[src/rtl/ldsbp_pkg.sv]
// ----------------------------------------------------------------------------
// ldsbp_pkg
// shared constants, types and helper functions of the line and dot-stuffed
// block parser
// ----------------------------------------------------------------------------
package ldsbp_pkg;

  localparam int SPACE_DEPTH = 16;
  localparam int SPACE_AW    = (SPACE_DEPTH > 1) ? $clog2(SPACE_DEPTH) : 1;
  localparam int SPACE_CW    = $clog2(SPACE_DEPTH + 1);

  // fixed results one request can carry, besides a whitespace flush
  localparam int EV_MAX = 4;
  localparam int EV_AW  = $clog2(EV_MAX);
  localparam int EV_CW  = $clog2(EV_MAX + 1);

  localparam logic [7:0] CH_TAB   = 8'h09;
  localparam logic [7:0] CH_LF    = 8'h0A;
  localparam logic [7:0] CH_VT    = 8'h0B;
  localparam logic [7:0] CH_FF    = 8'h0C;
  localparam logic [7:0] CH_CR    = 8'h0D;
  localparam logic [7:0] CH_SP    = 8'h20;
  localparam logic [7:0] CH_DOT   = 8'h2E;
  localparam logic [7:0] CH_A_LO  = 8'h61;
  localparam logic [7:0] CH_Z_LO  = 8'h7A;
  localparam logic [7:0] CASE_GAP = 8'h20;

  localparam logic [2:0] K_TAG  = 3'd0;
  localparam logic [2:0] K_DATA = 3'd1;
  localparam logic [2:0] K_BODY = 3'd2;
  localparam logic [2:0] K_LEND = 3'd3;
  localparam logic [2:0] K_BEND = 3'd4;
  localparam logic [2:0] K_MODE = 3'd5;

  typedef enum logic [1:0] {
    M_IDLE,
    M_TAG,
    M_TEXT,
    M_BODY
  } mode_t;

  typedef enum logic [2:0] {
    S_IDLE,
    S_DEC,
    S_WR2,
    S_FPRE,
    S_FLUSH,
    S_EMIT
  } state_t;

  typedef struct packed {
    logic [2:0] kind;
    logic [7:0] out_byte;
    logic [7:0] raw_byte;
    logic       no_separator;
    logic       space_overflow;
    logic       accepted;
    logic       last;
  } res_t;

  typedef struct packed {
    logic latch;
    logic decode;
    logic wr2;
    logic fl_emit;
    logic ev_emit;
  } cmd_t;

  typedef struct packed {
    logic need_wr2;
    logic need_flush;
    logic has_ev;
    logic fl_end;
    logic ev_end;
    logic slot_free;
  } stat_t;

  function automatic logic is_ws(input logic [7:0] b);
    return (b == CH_SP) || (b == CH_TAB) || (b == CH_LF) || (b == CH_VT) ||
           (b == CH_FF) || (b == CH_CR);
  endfunction

  function automatic logic [7:0] to_upper(input logic [7:0] b);
    return (b >= CH_A_LO && b <= CH_Z_LO) ? b - CASE_GAP : b;
  endfunction

  function automatic res_t mk_res(input logic [2:0] kind, input logic [7:0] ob,
                                  input logic [7:0] rb, input logic nosep,
                                  input logic ovf, input logic acc);
    res_t r;
    r.kind           = kind;
    r.out_byte       = ob;
    r.raw_byte       = rb;
    r.no_separator   = nosep;
    r.space_overflow = ovf;
    r.accepted       = acc;
    r.last           = 1'b0;
    return r;
  endfunction

endpackage

[src/rtl/ldsbp_in_if.sv]
// ----------------------------------------------------------------------------
// ldsbp_in_if
// input channel: one stream byte or a data mode request per request
// ----------------------------------------------------------------------------
interface ldsbp_in_if;
  logic       valid;
  logic       ready;
  logic       func;
  logic [7:0] in_byte;

  modport source (output valid, output func, output in_byte, input ready);
  modport sink (input valid, input func, input in_byte, output ready);
endinterface

[src/rtl/ldsbp_out_if.sv]
// ----------------------------------------------------------------------------
// ldsbp_out_if
// result channel: zero or more parsed results, in order, per request
// ----------------------------------------------------------------------------
interface ldsbp_out_if;
  logic       valid;
  logic       ready;
  logic [2:0] kind;
  logic [7:0] out_byte;
  logic [7:0] raw_byte;
  logic       no_separator;
  logic       space_overflow;
  logic       accepted;
  logic       last;

  modport source (output valid, output kind, output out_byte, output raw_byte,
                  output no_separator, output space_overflow, output accepted,
                  output last, input ready);
  modport sink (input valid, input kind, input out_byte, input raw_byte,
                input no_separator, input space_overflow, input accepted,
                input last, output ready);
endinterface

[src/rtl/ldsbp_ctrl.sv]
// ----------------------------------------------------------------------------
// ldsbp_ctrl
// sequencer: takes a request, lets the datapath decode it, then does a second
// store write or walks the whitespace flush and result list, one per free slot
// ----------------------------------------------------------------------------
module ldsbp_ctrl (
  input  logic            clk,
  input  logic            rst,
  input  logic            in_valid,
  output logic            in_ready,
  input  ldsbp_pkg::stat_t stat,
  output ldsbp_pkg::cmd_t  cmd
);
  import ldsbp_pkg::*;

  state_t state, state_next;

  always_ff @(posedge clk) begin
    if (rst) begin
      state <= S_IDLE;
    end else begin
      state <= state_next;
    end
  end

  always_comb begin
    state_next = state;
    cmd        = '0;
    in_ready   = 1'b0;
    case (state)
      S_IDLE: begin
        in_ready = 1'b1;
        if (in_valid) begin
          cmd.latch  = 1'b1;
          state_next = S_DEC;
        end
      end
      S_DEC: begin
        cmd.decode = 1'b1;
        if (stat.need_wr2) begin
          state_next = S_WR2;
        end else if (stat.need_flush) begin
          state_next = S_FPRE;
        end else if (stat.has_ev) begin
          state_next = S_EMIT;
        end else begin
          state_next = S_IDLE;
        end
      end
      S_WR2: begin
        cmd.wr2    = 1'b1;
        state_next = S_IDLE;
      end
      // first store read is in flight
      S_FPRE: begin
        state_next = S_FLUSH;
      end
      S_FLUSH: begin
        if (stat.slot_free) begin
          cmd.fl_emit = 1'b1;
          if (stat.fl_end) begin
            state_next = S_EMIT;
          end
        end
      end
      S_EMIT: begin
        if (stat.slot_free) begin
          cmd.ev_emit = 1'b1;
          if (stat.ev_end) begin
            state_next = S_IDLE;
          end
        end
      end
      default: begin
        state_next = S_IDLE;
      end
    endcase
  end

endmodule

[src/rtl/ldsbp_dp.sv]
// ----------------------------------------------------------------------------
// ldsbp_dp
// parser state, request decode, whitespace store and the output register
// ----------------------------------------------------------------------------
module ldsbp_dp (
  input  logic             clk,
  input  logic             rst,
  input  logic             func,
  input  logic [7:0]       in_byte,
  input  ldsbp_pkg::cmd_t  cmd,
  output ldsbp_pkg::stat_t stat,
  input  logic             out_ready,
  output logic             out_valid,
  output ldsbp_pkg::res_t  res
);
  import ldsbp_pkg::*;

  mode_t               mode, mode_next;
  logic                cr_held, cr_held_next;
  logic                seen, seen_next;
  logic                begun, begun_next;
  logic [SPACE_CW-1:0] count, count_next;
  logic                lost, lost_next;
  logic [2:0]          hold, hold_next;

  logic                item_func;
  logic [7:0]          item_byte;

  logic [7:0]          space_store [SPACE_DEPTH];
  logic                wr_en;
  logic [7:0]          wr_data;
  logic                wr2_ok;
  logic [SPACE_AW-1:0] rd_addr;
  logic [7:0]          rd_data;
  logic [SPACE_CW-1:0] fidx;

  res_t                ev [EV_MAX];
  res_t                ev_next [EV_MAX];
  logic [EV_CW-1:0]    nev, nev_next;
  logic [EV_AW-1:0]    eidx;

  logic                need_wr2, need_flush;
  logic                load;
  res_t                load_res;

  // decode of the latched request against the current parser state
  always_comb begin
    mode_t               m;
    logic [SPACE_CW-1:0] cnt;
    logic [EV_CW-1:0]    n;
    logic                do_plain;
    logic                ps;
    logic [7:0]          b;

    b            = item_byte;
    m            = mode;
    cnt          = count;
    n            = '0;
    do_plain     = 1'b0;
    ps           = 1'b0;
    mode_next    = mode;
    cr_held_next = cr_held;
    seen_next    = seen;
    begun_next   = begun;
    count_next   = count;
    lost_next    = lost;
    hold_next    = hold;
    wr_en        = 1'b0;
    wr_data      = b;
    need_wr2     = 1'b0;
    need_flush   = 1'b0;
    for (int i = 0; i < EV_MAX; i++) begin
      ev_next[i] = '0;
    end

    if (item_func) begin
      ev_next[0] = mk_res(K_MODE, 8'h00, 8'h00, 1'b0, 1'b0, mode == M_IDLE);
      n = EV_CW'(1);
      if (mode == M_IDLE) begin
        mode_next = M_BODY;
        hold_next = '0;
      end
    end else if (mode == M_BODY) begin
      if (hold <= 3'd1) begin
        do_plain = 1'b1;
        ps       = hold[0];
      end else if (hold <= 3'd3) begin
        if (b == CH_DOT) begin
          hold_next = hold + 3'd2;
        end else begin
          if (hold[0]) begin
            ev_next[n[EV_AW-1:0]] = mk_res(K_BODY, CH_CR, CH_CR, 1'b0, 1'b0, 1'b0);
            n = n + EV_CW'(1);
          end
          ev_next[n[EV_AW-1:0]] = mk_res(K_BODY, CH_LF, CH_LF, 1'b0, 1'b0, 1'b0);
          n = n + EV_CW'(1);
          do_plain = 1'b1;
          ps       = 1'b0;
        end
      end else begin
        if (b == CH_LF) begin
          ev_next[n[EV_AW-1:0]] = mk_res(K_BEND, 8'h00, 8'h00, 1'b0, 1'b0, 1'b0);
          n = n + EV_CW'(1);
          mode_next = M_IDLE;
          hold_next = '0;
        end else if (hold <= 3'd5 && b == CH_CR) begin
          hold_next = hold + 3'd2;
        end else begin
          if (hold[0]) begin
            ev_next[n[EV_AW-1:0]] = mk_res(K_BODY, CH_CR, CH_CR, 1'b0, 1'b0, 1'b0);
            n = n + EV_CW'(1);
          end
          ev_next[n[EV_AW-1:0]] = mk_res(K_BODY, CH_LF, CH_LF, 1'b0, 1'b0, 1'b0);
          n = n + EV_CW'(1);
          do_plain = 1'b1;
          ps       = (hold > 3'd5);
        end
      end
      if (do_plain) begin
        if (ps) begin
          if (b == CH_LF) begin
            hold_next = 3'd3;
          end else begin
            ev_next[n[EV_AW-1:0]] = mk_res(K_BODY, CH_CR, CH_CR, 1'b0, 1'b0, 1'b0);
            n = n + EV_CW'(1);
            if (b == CH_CR) begin
              hold_next = 3'd1;
            end else begin
              ev_next[n[EV_AW-1:0]] = mk_res(K_BODY, b, b, 1'b0, 1'b0, 1'b0);
              n = n + EV_CW'(1);
              hold_next = 3'd0;
            end
          end
        end else begin
          if (b == CH_CR) begin
            hold_next = 3'd1;
          end else if (b == CH_LF) begin
            hold_next = 3'd2;
          end else begin
            ev_next[n[EV_AW-1:0]] = mk_res(K_BODY, b, b, 1'b0, 1'b0, 1'b0);
            n = n + EV_CW'(1);
            hold_next = 3'd0;
          end
        end
      end
    end else begin
      if (mode == M_IDLE) begin
        m = M_TAG;
      end
      mode_next = m;
      if (b == CH_LF) begin
        cr_held_next = 1'b0;
        if (seen) begin
          ev_next[0] = mk_res(K_LEND, 8'h00, 8'h00, m == M_TAG, lost, 1'b0);
          n = EV_CW'(1);
          mode_next  = M_IDLE;
          seen_next  = 1'b0;
          begun_next = 1'b0;
          count_next = '0;
          lost_next  = 1'b0;
        end
      end else begin
        // a held cr that is not followed by lf is an ordinary line byte
        if (cr_held) begin
          seen_next = 1'b1;
          if (m == M_TAG) begin
            ev_next[0] = mk_res(K_TAG, CH_CR, CH_CR, 1'b0, 1'b0, 1'b0);
            n = EV_CW'(1);
          end else if (begun) begin
            if (cnt < SPACE_CW'(SPACE_DEPTH)) begin
              wr_en   = 1'b1;
              wr_data = CH_CR;
              cnt     = cnt + SPACE_CW'(1);
            end else begin
              lost_next = 1'b1;
            end
          end
        end
        cr_held_next = (b == CH_CR);
        if (b != CH_CR) begin
          seen_next = 1'b1;
          if (m == M_TAG) begin
            if (b == CH_SP) begin
              mode_next = M_TEXT;
            end else begin
              ev_next[n[EV_AW-1:0]] = mk_res(K_TAG, to_upper(b), b, 1'b0, 1'b0, 1'b0);
              n = n + EV_CW'(1);
            end
          end else if (is_ws(b)) begin
            // leading whitespace of the data is dropped
            if (begun) begin
              if (wr_en) begin
                need_wr2 = 1'b1;
              end else if (cnt < SPACE_CW'(SPACE_DEPTH)) begin
                wr_en   = 1'b1;
                wr_data = b;
                cnt     = cnt + SPACE_CW'(1);
              end else begin
                lost_next = 1'b1;
              end
            end
          end else begin
            ev_next[n[EV_AW-1:0]] = mk_res(K_DATA, b, b, 1'b0, 1'b0, 1'b0);
            n = n + EV_CW'(1);
            begun_next = 1'b1;
            need_flush = (cnt != '0);
          end
        end
        count_next = cnt;
      end
    end
    nev_next = n;
  end

  assign wr2_ok = (count < SPACE_CW'(SPACE_DEPTH));
  assign rd_addr = cmd.fl_emit ? SPACE_AW'(fidx + SPACE_CW'(1)) : SPACE_AW'(fidx);

  assign stat.need_wr2   = need_wr2;
  assign stat.need_flush = need_flush;
  assign stat.has_ev     = (nev_next != '0);
  assign stat.fl_end     = ((fidx + SPACE_CW'(1)) == count);
  assign stat.ev_end     = ((EV_CW'(eidx) + EV_CW'(1)) == nev);
  assign stat.slot_free  = !out_valid || out_ready;

  assign load = cmd.fl_emit || cmd.ev_emit;

  always_comb begin
    if (cmd.fl_emit) begin
      load_res = mk_res(K_DATA, rd_data, rd_data, 1'b0, 1'b0, 1'b0);
    end else begin
      load_res      = ev[eidx];
      load_res.last = stat.ev_end;
    end
  end

  always_ff @(posedge clk) begin
    if (rst) begin
      mode      <= M_IDLE;
      cr_held   <= 1'b0;
      seen      <= 1'b0;
      begun     <= 1'b0;
      count     <= '0;
      lost      <= 1'b0;
      hold      <= '0;
      out_valid <= 1'b0;
    end else begin
      if (cmd.decode) begin
        mode    <= mode_next;
        cr_held <= cr_held_next;
        seen    <= seen_next;
        begun   <= begun_next;
        count   <= count_next;
        lost    <= lost_next;
        hold    <= hold_next;
      end else if (cmd.wr2) begin
        if (wr2_ok) begin
          count <= count + SPACE_CW'(1);
        end else begin
          lost <= 1'b1;
        end
      end else if (cmd.fl_emit && stat.fl_end) begin
        count <= '0;
      end
      if (load) begin
        out_valid <= 1'b1;
      end else if (out_ready) begin
        out_valid <= 1'b0;
      end
    end
  end

  always_ff @(posedge clk) begin
    if (cmd.latch) begin
      item_func <= func;
      item_byte <= in_byte;
    end
    if (cmd.decode) begin
      ev   <= ev_next;
      nev  <= nev_next;
      eidx <= '0;
      fidx <= '0;
    end
    if (cmd.fl_emit) begin
      fidx <= fidx + SPACE_CW'(1);
    end
    if (cmd.ev_emit) begin
      eidx <= eidx + EV_AW'(1);
    end
    if (load) begin
      res <= load_res;
    end
  end

  // held whitespace store
  always_ff @(posedge clk) begin
    if (cmd.decode && wr_en) begin
      space_store[count[SPACE_AW-1:0]] <= wr_data;
    end else if (cmd.wr2 && wr2_ok) begin
      space_store[count[SPACE_AW-1:0]] <= item_byte;
    end
    rd_data <= space_store[rd_addr];
  end

endmodule

[src/rtl/line_and_dot_stuffed_block_parser_top.sv]
// ----------------------------------------------------------------------------
// line_and_dot_stuffed_block_parser_top
// in_ch takes one request at a time: a stream byte (func 0) or a data mode
// request (func 1). out_ch gives the results of each request in order, the
// final one marked by last; a request may give none.
// in_ch.ready is high only while the sequencer is idle: the accept cycle is
// followed by a decode cycle, after which the results go out in order while
// out_ch keeps up. A data byte that releases held whitespace bytes sends them
// out first (one store read ahead); a held cr followed by more whitespace
// needs two store writes.
// A stall on out_ch holds the result in the output register; the sequencer
// waits with the next result, and a request is still taken while the last
// result of the previous one waits.
// rst (synchronous) returns to line mode between items with an empty store;
// no clearing pass is needed.
// ----------------------------------------------------------------------------
module line_and_dot_stuffed_block_parser_top (
  input logic       clk,
  input logic       rst,
  ldsbp_in_if.sink  in_ch,
  ldsbp_out_if.source out_ch
);
  import ldsbp_pkg::*;

  cmd_t  cmd;
  stat_t stat;
  res_t  res;
  logic  res_valid;

  ldsbp_ctrl u_ctrl (
    .clk      (clk),
    .rst      (rst),
    .in_valid (in_ch.valid),
    .in_ready (in_ch.ready),
    .stat     (stat),
    .cmd      (cmd)
  );

  ldsbp_dp u_dp (
    .clk       (clk),
    .rst       (rst),
    .func      (in_ch.func),
    .in_byte   (in_ch.in_byte),
    .cmd       (cmd),
    .stat      (stat),
    .out_ready (out_ch.ready),
    .out_valid (res_valid),
    .res       (res)
  );

  assign out_ch.valid          = res_valid;
  assign out_ch.kind           = res.kind;
  assign out_ch.out_byte       = res.out_byte;
  assign out_ch.raw_byte       = res.raw_byte;
  assign out_ch.no_separator   = res.no_separator;
  assign out_ch.space_overflow = res.space_overflow;
  assign out_ch.accepted       = res.accepted;
  assign out_ch.last           = res.last;

endmodule

[src/flat_wrapper.sv]
// flat-port wrapper written by rule: the top's interface ports become plain ports
module line_and_dot_stuffed_block_parser_top_flat import ldsbp_pkg::*;
  (clk, rst, in_ch_valid, in_ch_func, in_ch_in_byte, in_ch_ready, out_ch_valid, out_ch_kind, out_ch_out_byte, out_ch_raw_byte, out_ch_no_separator, out_ch_space_overflow, out_ch_accepted, out_ch_last, out_ch_ready);
  ldsbp_in_if in_ch_i ();
  ldsbp_out_if out_ch_i ();
  input logic clk;
  input logic rst;
  input wire logic [$bits(in_ch_i.valid)-1:0] in_ch_valid;
  input wire logic [$bits(in_ch_i.func)-1:0] in_ch_func;
  input wire logic [$bits(in_ch_i.in_byte)-1:0] in_ch_in_byte;
  output wire logic [$bits(in_ch_i.ready)-1:0] in_ch_ready;
  output wire logic [$bits(out_ch_i.valid)-1:0] out_ch_valid;
  output wire logic [$bits(out_ch_i.kind)-1:0] out_ch_kind;
  output wire logic [$bits(out_ch_i.out_byte)-1:0] out_ch_out_byte;
  output wire logic [$bits(out_ch_i.raw_byte)-1:0] out_ch_raw_byte;
  output wire logic [$bits(out_ch_i.no_separator)-1:0] out_ch_no_separator;
  output wire logic [$bits(out_ch_i.space_overflow)-1:0] out_ch_space_overflow;
  output wire logic [$bits(out_ch_i.accepted)-1:0] out_ch_accepted;
  output wire logic [$bits(out_ch_i.last)-1:0] out_ch_last;
  input wire logic [$bits(out_ch_i.ready)-1:0] out_ch_ready;
  assign in_ch_i.valid = in_ch_valid;
  assign in_ch_i.func = in_ch_func;
  assign in_ch_i.in_byte = in_ch_in_byte;
  assign in_ch_ready = in_ch_i.ready;
  assign out_ch_valid = out_ch_i.valid;
  assign out_ch_kind = out_ch_i.kind;
  assign out_ch_out_byte = out_ch_i.out_byte;
  assign out_ch_raw_byte = out_ch_i.raw_byte;
  assign out_ch_no_separator = out_ch_i.no_separator;
  assign out_ch_space_overflow = out_ch_i.space_overflow;
  assign out_ch_accepted = out_ch_i.accepted;
  assign out_ch_last = out_ch_i.last;
  assign out_ch_i.ready = out_ch_ready;
  line_and_dot_stuffed_block_parser_top u_core (.clk(clk), .rst(rst), .in_ch(in_ch_i), .out_ch(out_ch_i));
endmodule
[config.mk]
export PLATFORM = sky130hd
export DESIGN_NAME = line_and_dot_stuffed_block_parser_top_flat
export DESIGN_NICKNAME = d
export VERILOG_FILES = /design/src/rtl/ldsbp_pkg.sv /design/src/rtl/ldsbp_in_if.sv /design/src/rtl/ldsbp_out_if.sv /design/src/rtl/ldsbp_ctrl.sv /design/src/rtl/ldsbp_dp.sv /design/src/rtl/line_and_dot_stuffed_block_parser_top.sv /design/src/flat_wrapper.sv
export SDC_FILE = /design/constraint.sdc
export NUM_CORES = 1
export LEC_CHECK = 0
export ABC_CLOCK_PERIOD_IN_PS = 13200
export BUFFER_PORTS_ARGS = -buffer_cell sky130_fd_sc_hd__buf_2
export CORE_ASPECT_RATIO = 2
export CORE_MARGIN = 1
export CORE_UTILIZATION = 30
export CTS_CLUSTER_DIAMETER = 80
export DETAILED_ROUTE_END_ITERATION = 8
export SLEW_MARGIN = 5
export SYNTH_ARGS = -nofsm -noshare
export SYNTH_HDL_FRONTEND = slang
export SYNTH_HIERARCHICAL = 1
export SYNTH_SLANG_ARGS = --single-unit
[constraint.sdc]
create_clock -name clk -period 13.2 [get_ports clk]
set_input_delay 0.66 -clock clk [delete_from_list [all_inputs] [get_ports clk]]
set_output_delay 0.66 -clock clk [all_outputs]
set_load 0.01 [all_outputs]
# Word level (Yosys, flattened, before mapping)
# Memory sizes are Yosys's and may differ from the RTL's. A register that Yosys moved wholly into a read port is not among the register bits.
# Cells that the tools add are included.
# word_totals
regBits	152
mem_bits_rw	128
inputBits	13
out_inout_bits	25
elab_cells	427
mem_count	1
# op_classes
add_sub_neg	12
magnitude_cmp	19
n_eq_ne	34
mux	255
bitwise_logic	18
n_reduce_logical	39
# memory_table
name	words	word_bits	rd	rd_ports_with_merged_regs	write_ports	line	text
u_core.u_dp.space_store	16	8	1	1	1	ldsbp_dp.sv:29	logic [7:0] space_store [SPACE_DEPTH];
# op_table
op	n
2-to-1 mux 92 bit	17
2-to-1 mux 23 bit	23
bitwise mux 92 bit	4
demux 23 bit (select 2 bit)	5
2-to-1 mux 3 bit	52
bitwise AND 72 bit	2
NOT 72 bit	2
2-to-1 mux 69 bit	2
2-to-1 mux 8 bit	15
2-to-1 mux 5 bit	22
2-to-1 mux 1 bit	87
bitwise AND 64 bit	1
NOT 64 bit	1
binary-select mux 23 bit (select 2 bit)	1
2-to-1 mux 22 bit	2
equality test 8 x 4 -> 1 bit (second input constant)	5
2-to-1 mux 2 bit	20
OR 20 bit	2
2-to-1 mux 16 bit	2
OR 28 bit	1
2-to-1 mux 20 bit	1
>= comparator 3 bit (second input constant)	6
NOT 2 -> 3 bit	6
equality test 8 x 6 -> 1 bit (second input constant)	2
44 further kinds	96

# Logic depth before layout (Yosys ltp)
# logic_depth
word_depth	29
mapped_depth	17
depth_no_buf	16

# By module
# The synthesis kept the hierarchy.
# by_module_without_submodules
mod	n_inst	cells_per_inst	area_per_inst_um2	seq_area_each_um2
ldsbp_dp	1	834	11528.6	6856.6
ldsbp_ctrl	1	33	235.2	60.1

# Worst setup path after synthesis
# Ideal clock, no wire load.
# synth_timing
path_kind	reg2reg
start	register u_core.u_ctrl.state[0]
end	memory u_core.u_dp.space_store[0][0] (enable)
setup_time_ps	398
arrival_ps	4779
t_required_ps	12802
setup_slack_ps	8023
stages_incl_launch_ff	10
n_path_buf	1
period_less_slack_ps	5177
cell_sequence	dfxtp_1 buf_2 nand2_1 nor2_1 nand2b_1 nor2_1 nand2_1 o21ai_0 a31oi_1 nor4b_1
# synth_rtl
item	line	text
from (decl)	ldsbp_ctrl.sv:16	state_t state, state_next;
from (signal assigned)	ldsbp_ctrl.sv:22	state <= state_next;
to (decl)	ldsbp_dp.sv:29	

==> impl_summary.md <==
Detailed routing
The number of remaining DRC errors is 0. The via count is 7,755. The detailed-routing iteration count for the pre-antenna-repair pass is 5. Once detail routing completed, the nets flagged for antenna violations numbered 0. The per-cell routed wire length is 23.4 um.

The sum of routed wire length over all layers is 33,500 um. For this block, the initial DRC count from the detailed router was 591. The via count normalized by instance count is 5.42.

Layout
The filler cell count in the final layout is 3,713. The fraction of final layout cells with drive strength greater than 1 is 0.212. The total number of nets in the final design is 936. 0 antenna diodes ended up in the layout.

Relative to the synthesized area, the layout overhead comes to 13.6%. For this run, the share of the core covered by cells in the final layout is 0.346. After routing the design area is 13,400 um^2.

Worst setup path
STA puts the critical path data arrival time at 5590 ps. On the worst path, the slowest cell contributes a delay of 780 ps. The worst setup path is of the reg -> reg kind. The critical path goes through nor4b_2 > nand3_1 > o311a_4 > nor2_1 > inv_1 > ha_1 > inv_1 > ha_1 > nand3_1 > a211o_1 > o211ai_1 > or3b_1 > a211o_1 > a21oi_2. Among all stages on the critical path, the largest delay is contributed by nand3_1. The data required time at the worst endpoint is 13,640 ps. STA classifies the critical path endpoint as a flop. Along the worst path, the maximum fanout reaches 19. Among cell families on the critical path, the largest total delay comes from simple AND/OR/NAND/NOR gates. The startpoint of the worst-slack reg-to-reg timing path is u_core/u_dp/item_byte[4]$_DFFE_PP_. The worst reg-to-reg path cell count is 14.

The total buffers and inverters traversed by the critical path is 2. The startpoint type of the worst setup path is a flop. In this run the register-to-register setup slack is 8050 ps. The endpoint identified for the worst register-to-register timing path is u_core/u_ctrl/state[2]$_SDFFE_PP0P_.

Synthesis
Of the total synthesized cell area, the portion taken by full adders, half adders and majority gates is 0.0277. After synthesis, the cell types taking the most area are edfxtp_1, mux4_2, dfxtp_1. The mean cell area of the mapped netlist is 13.6 um^2.

The prevailing post-synth register cell is edfxtp_1. The post-synthesis mux area share is 0.110. Of the total synthesized cell area, the portion taken by XOR and XNOR cells is 0.0170. Counting every net in the synthesized netlist gives 906.

The count of distinct cell types in the synthesized netlist is 80. The synthesized netlist occupies a cell area of 11,800 um^2. For this run, the register share of the synthesized area comes to 0.588. In this run, synthesis inferred 213 flip-flops with an integrated enable. The share of synthesized area in the top cell type comes to 0.544. The share of flip-flops with an asynchronous set or reset is 0.

The compound-gate portion of the synthesized area is 0.104. The cell type with the highest aggregate area in the netlist is edfxtp_1. Synthesis inferred 239 register bits. The number of warnings issued by yosys is 6. The area share of and/or/nand/nor cells after synthesis is 0.119. After synthesis, the largest family of logic cells by area is simple AND/OR/NAND/NOR gates.

Synthesis handed over a netlist of 867 instances.

Timing
Hold timing on the final database bottoms out at a slack of 345 ps. Setup total negative slack on the finished layout was measured at 0 ps. Setup repair after global routing left no endpoint under its margin. At the pin with the least slew margin, the transition time is 1210 ps. The post-route minimum period is 5150 ps. The ratio of final minimum period to clock period is 0.390. The worst slew slack as a fraction of its limit is 0.186. The highest achievable clock rate is 0.194 GHz. The worst-case setup margin in the final layout is 8050 ps.

The setup clock skew after layout is 9.70 ps. Setup violations remaining at the end of the flow were counted as 0. The max-slew violation count was 0. The final number of hold-violating endpoints is 0.

Floorplanning
The effective utilization at floorplan is 0.304. The standard cell core area is 38,700 um^2. The vertical extent of the die is 282 um. 38 I/O pins were placed.

The floorplan die area is 40,100 um^2. The number of cell rows is 102. The horizontal extent of the die is 142 um.

Global routing
The total overflow left after global routing is 0. The via count of the first global-routing pass is 7,927. The number of antenna violations at the first check in global routing came to 0.

For this run, the total global-route usage over all layers was measured as 0.171. Entering global routing, the biggest net connects 67 pins. The first global-routing pass estimated 50,400 um of wire.

Clocking
After clock tree synthesis, the flow added hold-fix buffers numbering 0. Once the clock tree was built, the resizer swapped 0 gates to a different size. The maximum count of clock buffers along a single path is 3.

For the worst-skew pair, the clock arrives at the later sink with an insertion delay of 510 ps. CTS saw 239 sinks. Buffers added to address setup during post-CTS repair amount to 0. Clock tree synthesis inserted a total of 23 buffers.

CTS built an H-tree with a depth of 1. The clock slew seen by the registers of the worst setup and hold paths is 60 ps. The tree is rooted in a clkbuf_16.

TritonCTS built the clock tree.

Place
The count of port buffers added during placement is 37. The routability-driven placement congestion ratio is 0.960. The final HPWL from detailed placement is 24,900 um. At the placement stage, the worst setup path has a slack of 8180 ps.

The total placed instance area is 12,600 um^2.

Min path
The hold path depth is 1. The startpoint of the lowest-slack hold path is in_ch_in_byte[0]. The path with the worst hold slack has its endpoint at u_core/u_dp/item_byte[0]$_DFFE_PP_. The path category of the worst min-delay check is in -> reg.

Power and ir drop
The analysis attributes to cell leakage a power of 4.39 nW. The maximum vdd ir drop is 0.0000612 V. The power density relative to cell area is 163 nW/um^2.

Flow run
Across the run, the number of max-cap violations was 0.

Outcome
The run finished with clean final reports.
## placed cells by master, fill, tap and decap left out, types with 6 or more instances in the layout
cell,n
edfxtp_1,213
nor2_1,54
mux4_2,52
nand2_1,49
buf_2,37
a21oi_1,35
inv_1,31
o21ai_0,28
dfxtp_1,26
ha_1,26
nand3_1,25
nor3_1,24
clkbuf_16,23
buf_4,23
and2_1,17
a31oi_1,11
nor3b_2,11
o21a_1,10
nor4_1,9
nand2b_1,8
clkinv_1,7
nor2b_1,7
xnor2_1,7
mux2i_1,7
o211ai_1,7
a221oi_1,6
or3_1,6
and3_1,6
xor2_1,6
o32ai_1,6
## layout make-up
type | count | area [um^2] | area share
clock buffers | 24 | 579 | 0.0434
clock inverters | 15 | 161 | 0.0121
inverters | 35 | 131 | 0.00983
multi-input cells | 538 | 4560 | 0.342
flip-flops and latches | 239 | 6920 | 0.518
well taps | 520 | 651 | 0.0487
repair buffers | 60 | 358 | 0.0268
## through the flow
stage | cells | power, mW
finish | 1431 | 2.18
floorplan | 867 | 1.36
global placement | 1392 | 1.54
detailed placement | 1392 | 1.54
global route | 1431 | 2.27
CTS | 1431 | 2.21
## how the worst max path moves through the flow
stage	from	to	slack (ps)	cells past startpoint
2_1_floorplan	u_core/u_ctrl/state[0]$_SDFFE_PP0P_	u_core/u_dp/space_store[0][0]$_DFFE_PP_	8020	9
4_1_cts	u_core/u_dp/item_byte[4]$_DFFE_PP_	u_core/u_ctrl/state[2]$_SDFFE_PP0P_	8160	14
6_report	u_core/u_dp/item_byte[4]$_DFFE_PP_	u_core/u_ctrl/state[2]$_SDFFE_PP0P_	8050	14
3_5_place_dp	u_core/u_dp/item_byte[4]$_DFFE_PP_	u_core/u_ctrl/state[2]$_SDFFE_PP0P_	8180	14
5_1_grt	u_core/u_dp/item_byte[4]$_DFFE_PP_	u_core/u_ctrl/state[0]$_SDFFE_PP0P_	7800	13
3_3_place_gp	u_core/u_dp/item_byte[4]$_DFFE_PP_	u_core/u_ctrl/state[2]$_SDFFE_PP0P_	8330	13
## Yosys cell counts, drive strengths merged, types with 8 or more instances
master / n
edfxtp: 213
nor2: 55
mux4: 52
nand2: 49
a21oi: 37
clkbuf: 35
inv: 32
o21ai: 29
nor3: 28
dfxtp: 26
ha: 26
nand3: 25
buf: 20
and2: 17
nor3b: 14
a31oi: 11
o21a: 10
nor4: 9
nor4b: 9
and3: 8
nand2b: 8
xnor2: 8
## cells by family (layout without fill, tap and decap cells)
kind of cell / count (synthesis) / in the layout
simple gates: 258 / 258
flops: 239 / 239
compound gates: 172 / 172
buf+inv: 90 / 134
mux: 64 / 64
fa+ha+maj: 26 / 26
xor+xnor: 18 / 18
## state kept, by name, indices dropped and copies added (netlist names)
register and cells:
u_core/u_dp/item_byte 8, u_core/u_dp/out_valid 1, u_core/u_dp/rd_data 8, u_core/u_dp/nev 3, u_core/u_dp/count 5, u_core/u_dp/hold 3, u_core/u_dp/begun 1, u_core/u_dp/seen 1
u_core/u_dp/item_func 1, u_core/u_dp/cr_held 1, u_core/u_dp/ev 48, u_core/u_dp/lost 1, u_core/u_dp/fidx 5, u_core/u_ctrl/state 3, u_core/u_dp/space_store 128, u_core/u_dp/res 18
u_core/u_dp/mode 2, u_core/u_dp/eidx 2
## layer usage
layer	vias to the layer above	global-route usage	part of all wire
li1	3443	-	-
met1	3947	0.162	0.33
met2	262	0.343	0.57
met3	103	0.0157	0.031
met4	0	0.108	0.064
met5	-	0	0
## power by group
| group | switching, mW | internal (mW) |
|---|---|---|
| Combinational | 0.294 | 0.233 |
| Sequential | 0.0584 | 0.932 |
| Clock | 0.285 | 0.379 |
| Total | 0.638 | 1.54 |
No activity file was read; power rests on OpenSTA's default activity.
